<file path="src/hdl/drcd_pkg.sv">
// Package for the depth rod column detector.
// Holds the configuration register indexes, their reset values and the
// configuration record. No dependencies.
package drcd_pkg;

    // Widths of the configuration registers.
    localparam int LEVEL_BITS = 8;
    localparam int BOUND_BITS = 10;
    localparam int LIMIT_BITS = 11;
    localparam int GAP_BITS   = 4;
    localparam int RUN_BITS   = 10;
    localparam int CFG_DATA_BITS  = 11;
    localparam int CFG_INDEX_BITS = 4;

    // Saturation value of the run counter.
    localparam logic [RUN_BITS-1:0] RUN_MAX = '1;

    // Register indexes of the configuration port.
    typedef enum logic [CFG_INDEX_BITS-1:0] {
        CFG_LEVEL_THRESHOLD = 4'd0,
        CFG_ROW_FIRST       = 4'd1,
        CFG_ROW_LIMIT       = 4'd2,
        CFG_COL_FIRST       = 4'd3,
        CFG_COL_LIMIT       = 4'd4,
        CFG_MIN_RUN         = 4'd5,
        CFG_MAX_WIDTH       = 4'd6,
        CFG_GAP_TOLERANCE   = 4'd7
    } cfg_idx_t;

    // Configuration record shared by the top level and the core.
    typedef struct packed {
        logic [LEVEL_BITS-1:0] level_threshold;
        logic [BOUND_BITS-1:0] row_first;
        logic [LIMIT_BITS-1:0] row_limit;
        logic [BOUND_BITS-1:0] col_first;
        logic [LIMIT_BITS-1:0] col_limit;
        logic [RUN_BITS-1:0]   min_run;
        logic [BOUND_BITS-1:0] max_width;
        logic [GAP_BITS-1:0]   gap_tolerance;
    } cfg_t;

    // Reset values of the configuration registers.
    localparam cfg_t CFG_RESET = '{
        level_threshold: 8'd96,
        row_first:       10'd240,
        row_limit:       11'd320,
        col_first:       10'd61,
        col_limit:       11'd420,
        min_run:         10'd35,
        max_width:       10'd7,
        gap_tolerance:   4'd2
    };

endpackage

</file>
<file path="src/hdl/drcd_core.sv">
// Per-pixel run tracking, column grouping and frame-end judgement.
// Holds all frame state; updated once per stepped item.
// Depends on drcd_pkg.
module drcd_core #(
    parameter int COORD_BITS = 10
) (
    input  logic                  clk,
    input  logic                  rst_n,
    input  drcd_pkg::cfg_t        cfg,
    input  logic                  step,
    input  logic [7:0]            pixel_level,
    input  logic [COORD_BITS-1:0] pixel_row,
    input  logic [COORD_BITS-1:0] pixel_col,
    input  logic                  frame_end,
    output logic                  found,
    output logic [COORD_BITS-1:0] rod_column
);
    import drcd_pkg::*;

    localparam int CW = (COORD_BITS > LIMIT_BITS) ? COORD_BITS : LIMIT_BITS;
    localparam int GW = COORD_BITS + 1;
    localparam int MW = (GW > BOUND_BITS) ? GW : BOUND_BITS;

    typedef struct packed {
        logic                  found;
        logic [COORD_BITS-1:0] col;
    } hit_t;

    // Judge a closed group: the first group of width 2..max_width wins.
    function automatic hit_t judge(
        input logic                  open,
        input logic [COORD_BITS-1:0] start,
        input logic [COORD_BITS-1:0] last,
        input hit_t                  prev,
        input logic [BOUND_BITS-1:0] maxw
    );
        hit_t           r;
        logic [GW-1:0]  w;
        logic [GW-1:0]  mid;
        r   = prev;
        w   = GW'(last) - GW'(start) + GW'(1);
        mid = GW'(start) + (w >> 1);
        if (open && !prev.found && (w >= GW'(2)) && (MW'(w) <= MW'(maxw)))
        begin
            r.found = 1'b1;
            r.col   = mid[COORD_BITS-1:0];
        end
        return r;
    endfunction

    logic [COORD_BITS-1:0] run_column_reg,   run_column_next;
    logic                  column_open_reg,  column_open_next;
    logic [COORD_BITS-1:0] last_run_row_reg, last_run_row_next;
    logic [RUN_BITS-1:0]   run_count_reg,    run_count_next;
    logic                  column_flagged_reg, column_flagged_next;
    logic                  group_open_reg,   group_open_next;
    logic [COORD_BITS-1:0] group_start_reg,  group_start_next;
    logic [COORD_BITS-1:0] group_last_reg,   group_last_next;
    hit_t                  hit_reg,          hit_next;

    logic                  white;
    logic                  new_run;
    logic                  gap_ok;
    logic [RUN_BITS-1:0]   cnt_after;
    logic                  flag_evt;
    logic                  extend;
    hit_t                  hit_mid;
    hit_t                  hit_final;
    logic                  grp_open_post;
    logic [COORD_BITS-1:0] grp_start_post;
    logic [COORD_BITS-1:0] grp_last_post;

    // Pixel classification against the window and the level threshold.
    always_comb
    begin
        white = (CW'(pixel_row) >= CW'(cfg.row_first)) &&
                (CW'(pixel_row) <  CW'(cfg.row_limit)) &&
                (CW'(pixel_col) >= CW'(cfg.col_first)) &&
                (CW'(pixel_col) <  CW'(cfg.col_limit)) &&
                (pixel_level > cfg.level_threshold);
        new_run = !column_open_reg || (pixel_col != run_column_reg);
        gap_ok  = GW'(pixel_row) <= (GW'(last_run_row_reg) + GW'(cfg.gap_tolerance));
    end

    // Run counting and column flagging.
    always_comb
    begin
        cnt_after = run_count_reg;
        if (gap_ok && (run_count_reg < RUN_MAX))
        begin
            cnt_after = run_count_reg + RUN_BITS'(1);
        end
        flag_evt = white && !new_run && (cnt_after >= cfg.min_run) && !column_flagged_reg;
        extend   = group_open_reg && (GW'(pixel_col) == (GW'(group_last_reg) + GW'(1)));
    end

    // Group bookkeeping and the frame-end judgement.
    always_comb
    begin
        hit_mid        = hit_reg;
        grp_open_post  = group_open_reg;
        grp_start_post = group_start_reg;
        grp_last_post  = group_last_reg;
        if (flag_evt)
        begin
            if (extend)
            begin
                grp_last_post = pixel_col;
            end
            else
            begin
                hit_mid = judge(group_open_reg, group_start_reg, group_last_reg,
                                hit_reg, cfg.max_width);
                grp_open_post  = 1'b1;
                grp_start_post = pixel_col;
                grp_last_post  = pixel_col;
            end
        end
        hit_final = judge(grp_open_post, grp_start_post, grp_last_post, hit_mid,
                          cfg.max_width);
        found      = hit_final.found;
        rod_column = hit_final.found ? hit_final.col : '0;
    end

    // Next state of the frame registers.
    always_comb
    begin
        run_column_next     = run_column_reg;
        column_open_next    = column_open_reg;
        last_run_row_next   = last_run_row_reg;
        run_count_next      = run_count_reg;
        column_flagged_next = column_flagged_reg;
        group_open_next     = group_open_reg;
        group_start_next    = group_start_reg;
        group_last_next     = group_last_reg;
        hit_next            = hit_reg;
        if (step)
        begin
            if (frame_end)
            begin
                run_column_next     = '0;
                column_open_next    = 1'b0;
                last_run_row_next   = '0;
                run_count_next      = '0;
                column_flagged_next = 1'b0;
                group_open_next     = 1'b0;
                group_start_next    = '0;
                group_last_next     = '0;
                hit_next            = '0;
            end
            else
            begin
                if (white)
                begin
                    if (new_run)
                    begin
                        run_column_next     = pixel_col;
                        column_open_next    = 1'b1;
                        last_run_row_next   = pixel_row;
                        run_count_next      = '0;
                        column_flagged_next = 1'b0;
                    end
                    else
                    begin
                        if (gap_ok)
                        begin
                            last_run_row_next = pixel_row;
                        end
                        run_count_next = cnt_after;
                        if (flag_evt)
                        begin
                            column_flagged_next = 1'b1;
                        end
                    end
                end
                group_open_next  = grp_open_post;
                group_start_next = grp_start_post;
                group_last_next  = grp_last_post;
                hit_next         = hit_mid;
            end
        end
    end

    // Frame state registers.
    always_ff @(posedge clk or negedge rst_n)
    begin
        if (!rst_n)
        begin
            run_column_reg     <= '0;
            column_open_reg    <= 1'b0;
            last_run_row_reg   <= '0;
            run_count_reg      <= '0;
            column_flagged_reg <= 1'b0;
            group_open_reg     <= 1'b0;
            group_start_reg    <= '0;
            group_last_reg     <= '0;
            hit_reg            <= '0;
        end
        else
        begin
            run_column_reg     <= run_column_next;
            column_open_reg    <= column_open_next;
            last_run_row_reg   <= last_run_row_next;
            run_count_reg      <= run_count_next;
            column_flagged_reg <= column_flagged_next;
            group_open_reg     <= group_open_next;
            group_start_reg    <= group_start_next;
            group_last_reg     <= group_last_next;
            hit_reg            <= hit_next;
        end
    end

endmodule

</file>
<file path="src/hdl/depth_rod_column_detector_top.sv">
// Depth rod column detector: input register, detection core, result register.
// An item is accepted into the input register; a frame-end item is judged as it is
// processed and loads its result into the result register. Throughput:
// one item per cycle; only a frame-end item waits, while the result register is
// full and stalled.
// Reset: configuration registers return to their defaults, frame state clears.
// Depends on drcd_pkg and drcd_core.
module depth_rod_column_detector_top #(
    parameter int COORD_BITS = 10
) (
    input  logic                                clk,
    input  logic                                rst_n,
    input  logic                                cfg_wr_en,
    input  logic [drcd_pkg::CFG_INDEX_BITS-1:0] cfg_index,
    input  logic [drcd_pkg::CFG_DATA_BITS-1:0]  cfg_data,
    input  logic                                pixel_valid,
    output logic                                pixel_stall,
    input  logic [7:0]                          pixel_level,
    input  logic [COORD_BITS-1:0]               pixel_row,
    input  logic [COORD_BITS-1:0]               pixel_col,
    input  logic                                frame_end,
    output logic                                result_valid,
    input  logic                                result_stall,
    output logic                                found,
    output logic [COORD_BITS-1:0]               rod_column
);
    import drcd_pkg::*;

    cfg_t                  cfg_reg, cfg_next;
    logic                  pix_vld_reg, pix_vld_next;
    logic [7:0]            pix_level_reg;
    logic [COORD_BITS-1:0] pix_row_reg;
    logic [COORD_BITS-1:0] pix_col_reg;
    logic                  pix_fe_reg;
    logic                  res_vld_reg, res_vld_next;
    logic                  res_found_reg;
    logic [COORD_BITS-1:0] res_col_reg;
    logic                  fire;
    logic                  fire_fe;
    logic                  core_found;
    logic [COORD_BITS-1:0] core_col;

    // Configuration register write decoder.
    always_comb
    begin
        cfg_next = cfg_reg;
        if (cfg_wr_en)
        begin
            unique case (cfg_index)
                CFG_LEVEL_THRESHOLD: cfg_next.level_threshold = cfg_data[LEVEL_BITS-1:0];
                CFG_ROW_FIRST:       cfg_next.row_first       = cfg_data[BOUND_BITS-1:0];
                CFG_ROW_LIMIT:       cfg_next.row_limit       = cfg_data[LIMIT_BITS-1:0];
                CFG_COL_FIRST:       cfg_next.col_first       = cfg_data[BOUND_BITS-1:0];
                CFG_COL_LIMIT:       cfg_next.col_limit       = cfg_data[LIMIT_BITS-1:0];
                CFG_MIN_RUN:         cfg_next.min_run         = cfg_data[RUN_BITS-1:0];
                CFG_MAX_WIDTH:       cfg_next.max_width       = cfg_data[BOUND_BITS-1:0];
                CFG_GAP_TOLERANCE:   cfg_next.gap_tolerance   = cfg_data[GAP_BITS-1:0];
                default:             cfg_next = cfg_reg;
            endcase
        end
    end

    // Handshake: the held item is processed unless it ends a frame and the
    // result register cannot take its result this cycle.
    always_comb
    begin
        fire         = pix_vld_reg && (!pix_fe_reg || !res_vld_reg || !result_stall);
        fire_fe      = fire && pix_fe_reg;
        pixel_stall  = pix_vld_reg && !fire;
        pix_vld_next = pixel_stall ? pix_vld_reg : pixel_valid;
        res_vld_next = fire_fe ? 1'b1 : (result_stall ? res_vld_reg : 1'b0);
    end

    drcd_core #(
        .COORD_BITS (COORD_BITS)
    ) u_core (
        .clk         (clk),
        .rst_n       (rst_n),
        .cfg         (cfg_reg),
        .step        (fire),
        .pixel_level (pix_level_reg),
        .pixel_row   (pix_row_reg),
        .pixel_col   (pix_col_reg),
        .frame_end   (pix_fe_reg),
        .found       (core_found),
        .rod_column  (core_col)
    );

    // Control registers.
    always_ff @(posedge clk or negedge rst_n)
    begin
        if (!rst_n)
        begin
            cfg_reg     <= CFG_RESET;
            pix_vld_reg <= 1'b0;
            res_vld_reg <= 1'b0;
        end
        else
        begin
            cfg_reg     <= cfg_next;
            pix_vld_reg <= pix_vld_next;
            res_vld_reg <= res_vld_next;
        end
    end

    // Input item register.
    always_ff @(posedge clk)
    begin
        if (pixel_valid && !pixel_stall)
        begin
            pix_level_reg <= pixel_level;
            pix_row_reg   <= pixel_row;
            pix_col_reg   <= pixel_col;
            pix_fe_reg    <= frame_end;
        end
    end

    // Result register.
    always_ff @(posedge clk)
    begin
        if (fire_fe)
        begin
            res_found_reg <= core_found;
            res_col_reg   <= core_col;
        end
    end

    assign result_valid = res_vld_reg;
    assign found        = res_found_reg;
    assign rod_column   = res_col_reg;

    // A result that reports no rod carries column zero.
    a_notfound_zero: assert property (@(posedge clk) disable iff (!rst_n)
        (result_valid && !found) |-> (rod_column == '0))
        else $error("rod_column not zero on a not-found result");

    // The input side stalls only behind a frame-end item blocked at the output.
    a_stall_cause: assert property (@(posedge clk) disable iff (!rst_n)
        pixel_stall |-> (pix_vld_reg && pix_fe_reg && res_vld_reg && result_stall))
        else $error("input stalled without a blocked frame-end item");

    // A new result appears only after a frame-end item was processed.
    a_result_source: assert property (@(posedge clk) disable iff (!rst_n)
        $rose(result_valid) |-> $past(fire_fe))
        else $error("result raised without a frame-end item");

    // A frame-end item is never processed over a waiting, stalled result.
    a_no_overwrite: assert property (@(posedge clk) disable iff (!rst_n)
        fire_fe |-> !(res_vld_reg && result_stall))
        else $error("result register overwritten while stalled");

endmodule
</file>
<file path="config.mk">
export PLATFORM = sky130hd
export DESIGN_NAME = depth_rod_column_detector_top
export DESIGN_NICKNAME = d
export VERILOG_FILES = /design/src/hdl/drcd_pkg.sv /design/src/hdl/drcd_core.sv /design/src/hdl/depth_rod_column_detector_top.sv
export SDC_FILE = /design/constraint.sdc
export NUM_CORES = 1
export LEC_CHECK = 0
export BUFFER_PORTS_ARGS = -buffer_cell sky130_fd_sc_hd__buf_4
export CAP_MARGIN = 40
export CELL_PAD_IN_SITES_DETAIL_PLACEMENT = 1
export CELL_PAD_IN_SITES_GLOBAL_PLACEMENT = 1
export CORE_MARGIN = 2
export CORE_UTILIZATION = 53
export CTS_BUF_LIST = sky130_fd_sc_hd__clkbuf_8 sky130_fd_sc_hd__clkbuf_16
export CTS_CLUSTER_DIAMETER = 30
export DETAILED_ROUTE_END_ITERATION = 8
export MAX_ROUTING_LAYER = met4
export PLACE_DENSITY = 0.85
export SLEW_MARGIN = 20
export SYNTH_ARGS = -nofsm -noshare
export SYNTH_HDL_FRONTEND = slang
export SYNTH_SLANG_ARGS = --single-unit
</file>
<file path="constraint.sdc">
create_clock -name clk -period 17.3 [get_ports clk]
set_clock_uncertainty 0.1 [all_clocks]
set_input_delay 1.73 -clock clk [delete_from_list [all_inputs] [get_ports clk]]
set_output_delay 1.73 -clock clk [all_outputs]
set_load 0.02 [all_outputs]
</file>
==> run_results.csv, run 1 <==
group,metric,value,unit
setup_path,cp.required,17.50,ns
logic_synthesis,synth_area_per_cell,10.0,sq um
logic_synthesis,synthesis.nets,1405,
placed_design,dpl_cell_area,12900,sq um
logic_synthesis,synth_most_common_cell,"ha_1",
layout,largest_register_ff_count,74,
pwr,powerDensity,94.3,nW/um^2
hold_path,hold_class,"register to register",
cts,cts.sinks,180,
logic_synthesis,async_reset_ff_share,77.8,%
pwr,p_total,1.28,mW
sta,finalHoldViolCount,0,
layout,num-nets-final,1468,
sta,hold-worst-slack,0.379,ns
cts,clk_transition_reported_paths,0.08,ns
floorplan,ioPinCount,62,
routing,drt_iter0_drc,427,
logic_synthesis,ys_types,73,
cts,cts.path.max_buffers,2,
sta,worst_pin_slew,0.772,ns
layout,drive_gt1_share,16.8,%
floorplan,rows,55,
logic_synthesis,synth_cells,1206,
sta,min_period,10.63,ns
logic_synthesis,yosys_warnings,0,
cts,h-tree-depth,4,
logic_synthesis,synth_seq_cells,180,
floorplan,die_height,155,microns
placed_design,finalWeightedCongestion,0.938,
cts,cts_tree,"done",
routing,firstDrtPassIters,5,
layout,fin_util,60.1,%
global_routing,first_global_vias,10900,
setup_path,crit_fanout,16,
logic_synthesis,synth_top_area_cell,"dfrtp_1",
logic_synthesis,synth_area,12100,sq um
outcome,status,"completed",
routing,wl_per_cell,23.7,microns
global_routing,grt_pass1_wl,58900,microns
pwr,p_leak,6.34,nW
layout,syn2layout_area_growth,12.1,%
floorplan,core-area,22500,sq um
floorplan,initial_core_util,53.6,%
logic_synthesis,seq_area_frac_synth,39.2,%
placed_design,place_inst,1530,
cts,clockRootBuffer,"clkbuf_16",
cts,clock_latency,0.46,ns
cts,cts_inserted_buffers,17,
global_routing,antenna_found_initial,0,
placed_design,dp_hpwl,26500,microns
setup_path,cp.arrival,10.83,ns
floorplan,die-width,155,microns
setup_path,critPathLaunchType,"register",
sta,setup_tns,0,ns
cts,holdBufCountCts,0,
floorplan,dieArea,24000,sq um
routing,drc,0,
setup_path,crit_path_max_incr_delay,0.69,ns
routing,drtAntennaViolNets,0,
placed_design,preCtsSetupSlack,6.62,ns
global_routing,grt.total_usage,32.9,%
logic_synthesis,synthFlopType,"dfrtp_1",
sta,max-slew-margin-rel,47.2,%
pwr,peakVddDrop,90.7,uV
sta,finalCritPeriodShare,61.5,%
global_routing,grt_overflow,0,
global_routing,grt_max_degree,67,
setup_path,cpMaxStageDelayCell,"a2111oi_0",
logic_synthesis,yosysTopAreaCellShare,24.1,%
routing,num_vias,9829,
layout,diodes,0,
logic_synthesis,synth_common_cells,"146 x ha_1, 130 x inv_1, 116 x dfrtp_1, 81 x nand2_1, 68 x mux2_2",
cts,cts_resized,0,
setup_path,crit_type,"register to register",
sta,drv_slew,0,
sta,setup_ws,6.67,ns
logic_synthesis,synth_edf_count,40,
job,timing.max_cap.violations,0,
layout,fin_area,13500,sq um
routing,wl,37200,microns
cts,post_cts_buffers,0,
layout,instances_no_fill,1567,
sta,rsz0062_at_grt,"no",
sta,finalSetupViolCount,0,
sta,clock.fmax,94.0,MHz
routing,viasPerCell,6.27,
logic_synthesis,ys_top_cells_by_area,"dfrtp_1 24%, ha_1 15%, edfxtp_1 10%",
placed_design,io_buffers,61,
setup_path,end_kind,"register",
layout make-up:
type	instances	area [sq um]
clock inverters	15	203
well taps	285	357
fillers	2428	8970
repair buffers	77	602
clock buffers	17	425
multi-input cells	863	6730
flip-flops and latches	180	4730
inverters	130	488
metal layers:
metal	wire length (microns)	vias up	global-route usage (%)
met5	0	-	-
met4	1630	0	15.7
met3	1390	112	4.87
met2	19200	258	57.7
met1	15000	4997	36.9
li1	-	4462	-
path summary, 6_finish.rpt:
path,startpoint,to,cells past startpoint,slack (ns)
setup / recovery,cfg_reg[0],rod_column[2],42,6.67
hold / removal,u_core.hit_reg[7],u_core.hit_reg[7],2,0.38
setup reg to reg,cfg_reg[0],rod_column[2],42,6.67
hold reg to reg,u_core.hit_reg[7],u_core.hit_reg[7],2,0.38
max in group asynchronous,rst_n,cfg_reg[15],3,14.60
min in group asynchronous,rst_n,u_core.group_last_reg[6],1,1.18
power by group:
group	internal (mW)	switching [mW]	total [mW]
Combinational	0.135	0.175	0.309
Sequential	0.504	0.0464	0.551
Clock	0.200	0.216	0.416
Total	0.839	0.437	1.28
placed cells by master (no fill, tap or decap), drive strengths merged, types with 7 or more instances in the layout:
cell,n
ha,146
inv,137
dfrtp,116
nand2,81
buf,75
o21ai,73
mux2,68
a21oi,57
nor2,53
xnor2,52
edfxtp,40
nand3,25
dfstp,24
nor2b,23
a21o,23
nand4,22
clkbuf,18
a31oi,16
a22o,16
xor2,15
o21a,14
o22ai,13
mux2i,13
nand2b,12
and3,11
and2,10
o21bai,10
nor3,10
a211oi,9
a22oi,9
clkinv,7
cells by family (layout without fill, tap and decap cells):
kind of cell,after synthesis,count (layout),synth area share (%)
AO/OA/AOI/OAI,286,286,15.4
XOR/XNOR,67,67,4.92
adder cells (fa/ha/maj),150,150,15.8
buffers and inverters,163,239,5.18
flip-flops,180,180,39.2
multiplexers,81,81,7.45
AND/OR/NAND/NOR,279,279,12.0
critical path, delay by kind of cell, from the launching register on:
| family | cells | cell delay (ns) |
|---|---|---|
| AO/OA/AOI/OAI | 20 | 4.69 |
| flip-flops | 1 | 0.40 |
| XOR/XNOR | 1 | 0.19 |
| AND/OR/NAND/NOR | 6 | 1.64 |
| adder cells (fa/ha/maj) | 8 | 2.29 |
| buffers and inverters | 6 | 0.76 |
| multiplexers | 1 | 0.40 |
(Power assumes the default switching activity.)
==> run 2, diff against run 1 <==
CORE_UTILIZATION = 45   (was 53)
PLACE_DENSITY = 0.77   (was 0.85)
clock period = 8.6 ns   (was 17.3 ns; I/O delays follow)
==> run 2 against run 1 <==
  * Clock power is 94% higher
  * Die area grew 17%
  * Design area increased by 6.8%
  * Setup slack lost 7.0 ns
  * Largest cell class unchanged
  * Sequential cell count unchanged
  * The run now ends with setup timing left
  * Critical endpoint is now rod_column[4]
  * Highest routed layer unchanged
  * Sequential power increased by 100%
  * Via count grew 2.4%
  * First-iteration DRC count grew 32%
  * Final cell count is 6.6% higher
  * Combinational power up 130%
  * Global-route usage fell by 4.8 points
  * Core utilization decreased by 5.0 points
==> run_results.csv, run 2 (synthesis results as in run 1) <==
group,metric,value,unit
sta,min_period,8.91,ns
global_routing,grt_pass1_wl,59300,microns
floorplan,initial_core_util,46.1,%
floorplan,dieArea,28100,sq um
setup_path,end_kind,"register",
layout,drive_gt1_share,25.2,%
cts,h-tree-depth,4,
sta,rsz0062_at_grt,"yes",
outcome,violations,"setup timing",
global_routing,grt_overflow,0,
cts,cts.path.max_buffers,2,
layout,syn2layout_area_growth,19.7,%
floorplan,ioPinCount,62,
pwr,clock_power_share,30.7,%
routing,drt_iter0_drc,562,
sta,worst_pin_slew,0.794,ns
sta,finalCritPeriodShare,104,%
setup_path,crit_start,"u_core.last_run_row_reg[0]",
routing,num_vias,10100,
setup_path,crit_fanout,7,
sta,finalHoldViolCount,0,
setup_path,crit_path_max_incr_delay,0.50,ns
pwr,power.switching,894,uW
placed_design,dp_hpwl,27000,microns
routing,firstDrtPassIters,7,
routing,wl_per_cell,23.3,microns
job,timing.max_cap.violations,0,
pwr,p_seq_share,42.1,%
cts,clk_transition_reported_paths,0.09,ns
routing,drtAntennaViolNets,0,
routing,viasPerCell,6.02,
sta,clock.fmax,112,MHz
cts,clockRootBuffer,"clkbuf_16",
floorplan,die-width,168,microns
pwr,sw_frac_of_total,34.0,%
global_routing,antenna_found_initial,2,
pwr,p_int,1.74,mW
cts,holdBufCountCts,0,
pwr,powerDensity,182,nW/um^2
global_routing,first_global_vias,10800,
cts,clock_latency,0.45,ns
hold_path,hold_class,"primary input to asynchronous set/reset pin",
layout,diodes,0,
cts,cts_tree,"done",
sta,finalSetupViolCount,11,
setup_path,cpMostUsedCell,"o21a_1",
sta,setup_ws,-0.306,ns
sta,setup_tns,-2.68,ns
placed_design,io_buffers,61,
layout,fill_cells,2836,
setup_path,critPathLaunchType,"register",
pwr,p_leak,6.65,nW
layout,final_common_cell,"ha_1",
setup_path,r2r-start,"u_core.last_run_row_reg[0]",
sta,drv_slew,0,
global_routing,grt.total_usage,28.1,%
sta,max-slew-margin-rel,46.9,%
floorplan,core-area,26200,sq um
layout,largest_register_ff_count,74,
placed_design,finalWeightedCongestion,0.920,
pwr,p_comb_share,27.2,%
setup_path,cpMaxStageDelayCell,"fa_1",
cts,cts_inserted_buffers,17,
routing,wl,38900,microns
layout,num-nets-final,1522,
outcome,status,"finished, violations left",
cts,cts.sinks,180,
floorplan,die_height,168,microns
setup_path,crit_type,"register to register",
pwr,peakVddDrop,100,uV
routing,drc,0,
floorplan,rows,59,
layout,layout_common_cells,"133 x ha_1, 127 x inv_1, 126 x buf_4",
setup_path,cp.required,8.80,ns
global_routing,grt_max_degree,50,
layout,fin_util,55.1,%
setup_path,cp.arrival,9.11,ns
run 2: cell count changes in the layout (fill, tap and decap cells not counted), sizes merged:
cell	previous run	this run
buf	75	131
inv	137	139
clkbuf	18	17
clkinv	7	6
clkinvlp	1	0
dlymetal6s2s	1	0
run 2: layer usage:
layer,share of wire (%),track usage [%]
met1,42,34.5
met2,51,47.6
met3,3.9,3.88
met4,3.2,9.94
met5,0,-
run 2: cell type report:
type | count | area, sq um | share of cell area, %
Clock buffer | 17 | 425 | 2.94
Inverter | 130 | 490 | 3.39
Tap cell | 335 | 419 | 2.90
Clock inverter | 15 | 164 | 1.13
Timing Repair Buffer | 131 | 1020 | 7.05
Multi-Input combinational cell | 863 | 7200 | 49.8
Sequential cell | 180 | 4730 | 32.8
run 2: power groups by stage:
| stage | combinational, mW | sequential [mW] | clock, mW |
|---|---|---|---|
| 2_1_floorplan | 0.407 | 1.09 | 0 |
| 3_3_place_gp | 0.569 | 1.11 | 0 |
| 3_5_place_dp | 0.612 | 1.12 | 0 |
| 4_1_cts | 0.661 | 1.10 | 0.812 |
| 5_1_grt | 0.788 | 1.12 | 0.845 |
| 6_report | 0.718 | 1.11 | 0.807 |
run 2: worst max-delay path, delay by kind of cell, from the launching register on:
family	cells	cell delay [ns]
buf+inv	4	0.25
xor+xnor	1	0.17
simple gates	6	1.46
mux	1	0.23
compound gates	22	4.02
fa+ha+maj	8	2.09
flops	1	0.39
run 2: final timing paths:
path | endpoint | slack (ns) | depth (start not counted)
max in group asynchronous | u_core.run_count_reg[2] | 7.07 | 2
min in group clk | u_core.hit_reg[5] | 0.39 | 2
max reg2reg | rod_column[4] | -0.31 | 42
max | rod_column[4] | -0.31 | 42
min reg2reg | u_core.hit_reg[5] | 0.39 | 2
min | cfg_reg[41] | 0.24 | 1
run 2: timing repair:
action	4_1_cts	5_1_grt
gates resized for setup	52	45
buffers inserted	8	7
endpoints found under the hold margin	0	0
pin swaps	31	15
setup endpoints to repair	11	11
run 2: per-stage QoR:
step / instance area (sq um) / total power, mW / instances / hold slack, ns / setup slack (ns)
final: 14400 / 2.63 / 1671 / 0.237 / -0.306
after global routing: 14400 / 2.76 / 1671 / 0.277 / -0.640
after CTS: 14200 / 2.58 / 1663 / 0.258 / 0.00338
after detailed placement: 13300 / 1.73 / 1623 / 0.366 / -0.509
after global placement: 13200 / 1.68 / 1620 / 0.353 / -0.224
after floorplan: 12100 / 1.50 / 1206 / 0.340 / 0.0313
==> run 3, diff against run 2 <==
REMOVE_ABC_BUFFERS = 1   (was unset)
SKIP_CTS_REPAIR_TIMING = 1   (was unset)
==> run 3 against run 2 <==
  * The run still ends with setup timing left
  * Die area did not move
  * Power rose by 1.5%
  * Sequential share of layout area fell by 0.54 points
  * Count of clock-buffer cells in the layout did not move
  * Critical path depth fell by 2
  * Register-to-register slack got worse by 0.07 ns
  * Design area rose by 1.7%
  * Core utilization rose by 0.93 points
  * First-iteration DRC count rose by 16%
  * Non-clock buffer count rose by 20
  * Highest routed layer unchanged
==> run_results.csv, run 3 (synthesis results as in run 1) <==
group,metric,value,unit
global_routing,grt_overflow,0,
cts,cts.path.max_buffers,2,
layout,instances_no_fill,1691,
sta,finalHoldViolCount,0,
setup_path,end_kind,"register",
layout,num-nets-final,1542,
placed_design,place_inst,1649,
floorplan,die_height,168,microns
routing,num_vias,10100,
routing,drc,0,
cts,h-tree-depth,4,
placed_design,dp_hpwl,27500,microns
setup_path,r2r-start,"u_core.last_run_row_reg[0]",
global_routing,grt_max_degree,55,
floorplan,core-area,26200,sq um
pwr,p_leak,6.78,nW
routing,wl_met1,16000,microns
outcome,status,"finished, violations left",
setup_path,crit_path_max_incr_delay,0.56,ns
global_routing,grt_pass1_wl,58100,microns
placed_design,io_buffers,61,
floorplan,die-width,168,microns
layout,final_common_cell,"buf_4",
layout,largest_register_ff_count,74,
routing,drt_iter0_drc,650,
layout,layout_common_cells,"142 x buf_4, 132 x ha_1, 125 x inv_1",
cts,clockRootBuffer,"clkbuf_16",
global_routing,antenna_found_initial,0,
sta,finalCritPeriodShare,104,%
cts,cts.sinks,180,
floorplan,ioPinCount,62,
cts,cts_tree,"done",
setup_path,cpMaxStageDelayCell,"fa_1",
cts,clock_latency,0.47,ns
floorplan,dieArea,28100,sq um
global_routing,grt.total_usage,27.5,%
sta,finalSetupViolCount,11,
pwr,peakVddDrop,117,uV
routing,drtAntennaViolNets,0,
layout,drive_gt1_share,26.3,%
floorplan,rows,59,
sta,min_period,8.97,ns
routing,wl_per_cell,22.9,microns
setup_path,crit_fanout,7,
routing,wl_met3,1550,microns
routing,viasPerCell,5.99,
job,timing.max_cap.violations,0,
cts,clk_transition_reported_paths,0.09,ns
setup_path,r2r_end,"rod_column[8]",
layout,syn2layout_area_growth,21.7,%
setup_path,cp.arrival,9.19,ns
routing,wl,38800,microns
placed_design,finalWeightedCongestion,0.889,
setup_path,r2r_setup_slack,-0.37,ns
setup_path,crit_start,"u_core.last_run_row_reg[0]",
setup_path,crit_type,"register to register",
floorplan,initial_core_util,46.1,%
setup_path,crit_path_end,"rod_column[8]",
setup_path,crit_buf_inv,4,
sta,worst_pin_slew,0.807,ns
sta,setup_ws,-0.374,ns
layout,fin_util,56.1,%
setup_path,rr_worst_depth,40,
sta,setup_tns,-3.22,ns
setup_path,path_delay_family,"compound AO/OA/AOI/OAI gates",
global_routing,first_global_vias,10700,
setup_path,critPathLaunchType,"register",
routing,firstDrtPassIters,5,
cts,cts_inserted_buffers,17,
sta,rsz0062_at_grt,"yes",
outcome,violations,"setup timing",
setup_path,cp_num_cells,40,
routing,highest_layer,"met4",
sta,drv_slew,0,
sta,hold-worst-slack,0.210,ns
sta,clock.fmax,111,MHz
pwr,powerDensity,182,nW/um^2
routing,dr_wl_met2,19500,microns
layout,diodes,0,
sta,max-slew-margin-rel,45.9,%
hold_path,hold_class,"primary input to asynchronous set/reset pin",
setup_path,cpMostUsedCell,"o21a_1",
setup_path,cp.required,8.82,ns
## run 3: cell count changes in the layout (fill, tap and decap cells not counted), moves of 3 or more
cell,previous run,this run
nand2_1,76,79
inv_12,0,4
buf_4,126,142
inv_8,4,1
buf_6,4,7
o21ai_1,7,4
## run 3: stage by stage
step           power [mW]  instance area [sq um]  setup WS [ns]
2_1_floorplan        1.49                  11900         -0.288
3_3_place_gp         1.68                  13400         -0.505
3_5_place_dp         1.74                  13400         -0.886
4_1_cts              2.60                  14100          -1.03
5_1_grt              2.80                  14700         -0.664
6_report             2.67                  14700         -0.374
## run 3: worst min path at each step
stage          slack, ns                  endpoint         startpoint  cells after the start
6_report            0.21  u_core.group_last_reg[5]              rst_n                      1
2_1_floorplan       0.34         u_core.hit_reg[5]  u_core.hit_reg[5]                      2
4_1_cts             0.22  u_core.group_last_reg[5]              rst_n                      1
3_5_place_dp        0.37         u_core.hit_reg[7]  u_core.hit_reg[7]                      2
5_1_grt             0.23  u_core.group_last_reg[5]              rst_n                      1
3_3_place_gp        0.35         u_core.hit_reg[5]  u_core.hit_reg[5]                      2
## run 3: routing by layer
metal / vias up / track usage, %
li1: 4622 / -
met1: 5113 / 33.1
met2: 274 / 46.7
met3: 115 / 4.07
met4: 0 / 10.8
met5: - / -
## run 3: where the power goes
| part | internal (mW) | switching [mW] | leakage (nW) |
|---|---|---|---|
| clock network | 0.407 | 0.450 | 0.306 |
| logic | 0.334 | 0.377 | 4.33 |
| registers | 1.01 | 0.0918 | 2.14 |
## run 3: final cells by class
cell class                      instances  area, sq um
Multi-Input combinational cell        863         7230
Clock inverter                         15          213
Tap cell                              335          419
Fill cell                            2909        11500
Sequential cell                       180         4730
Inverter                              130          488
Clock buffer                           17          425
Timing Repair Buffer                  151         1190
## run 3: worst reg2reg max path, delay by kind of cell (launching register included)
family | cells | cell delay [ns]
adder cells (fa/ha/maj) | 7 | 2.11
AND/OR/NAND/NOR | 6 | 1.45
AO/OA/AOI/OAI | 20 | 3.78
XOR/XNOR | 2 | 0.28
multiplexers | 1 | 0.23
flip-flops | 1 | 0.39
buffers and inverters | 4 | 0.51
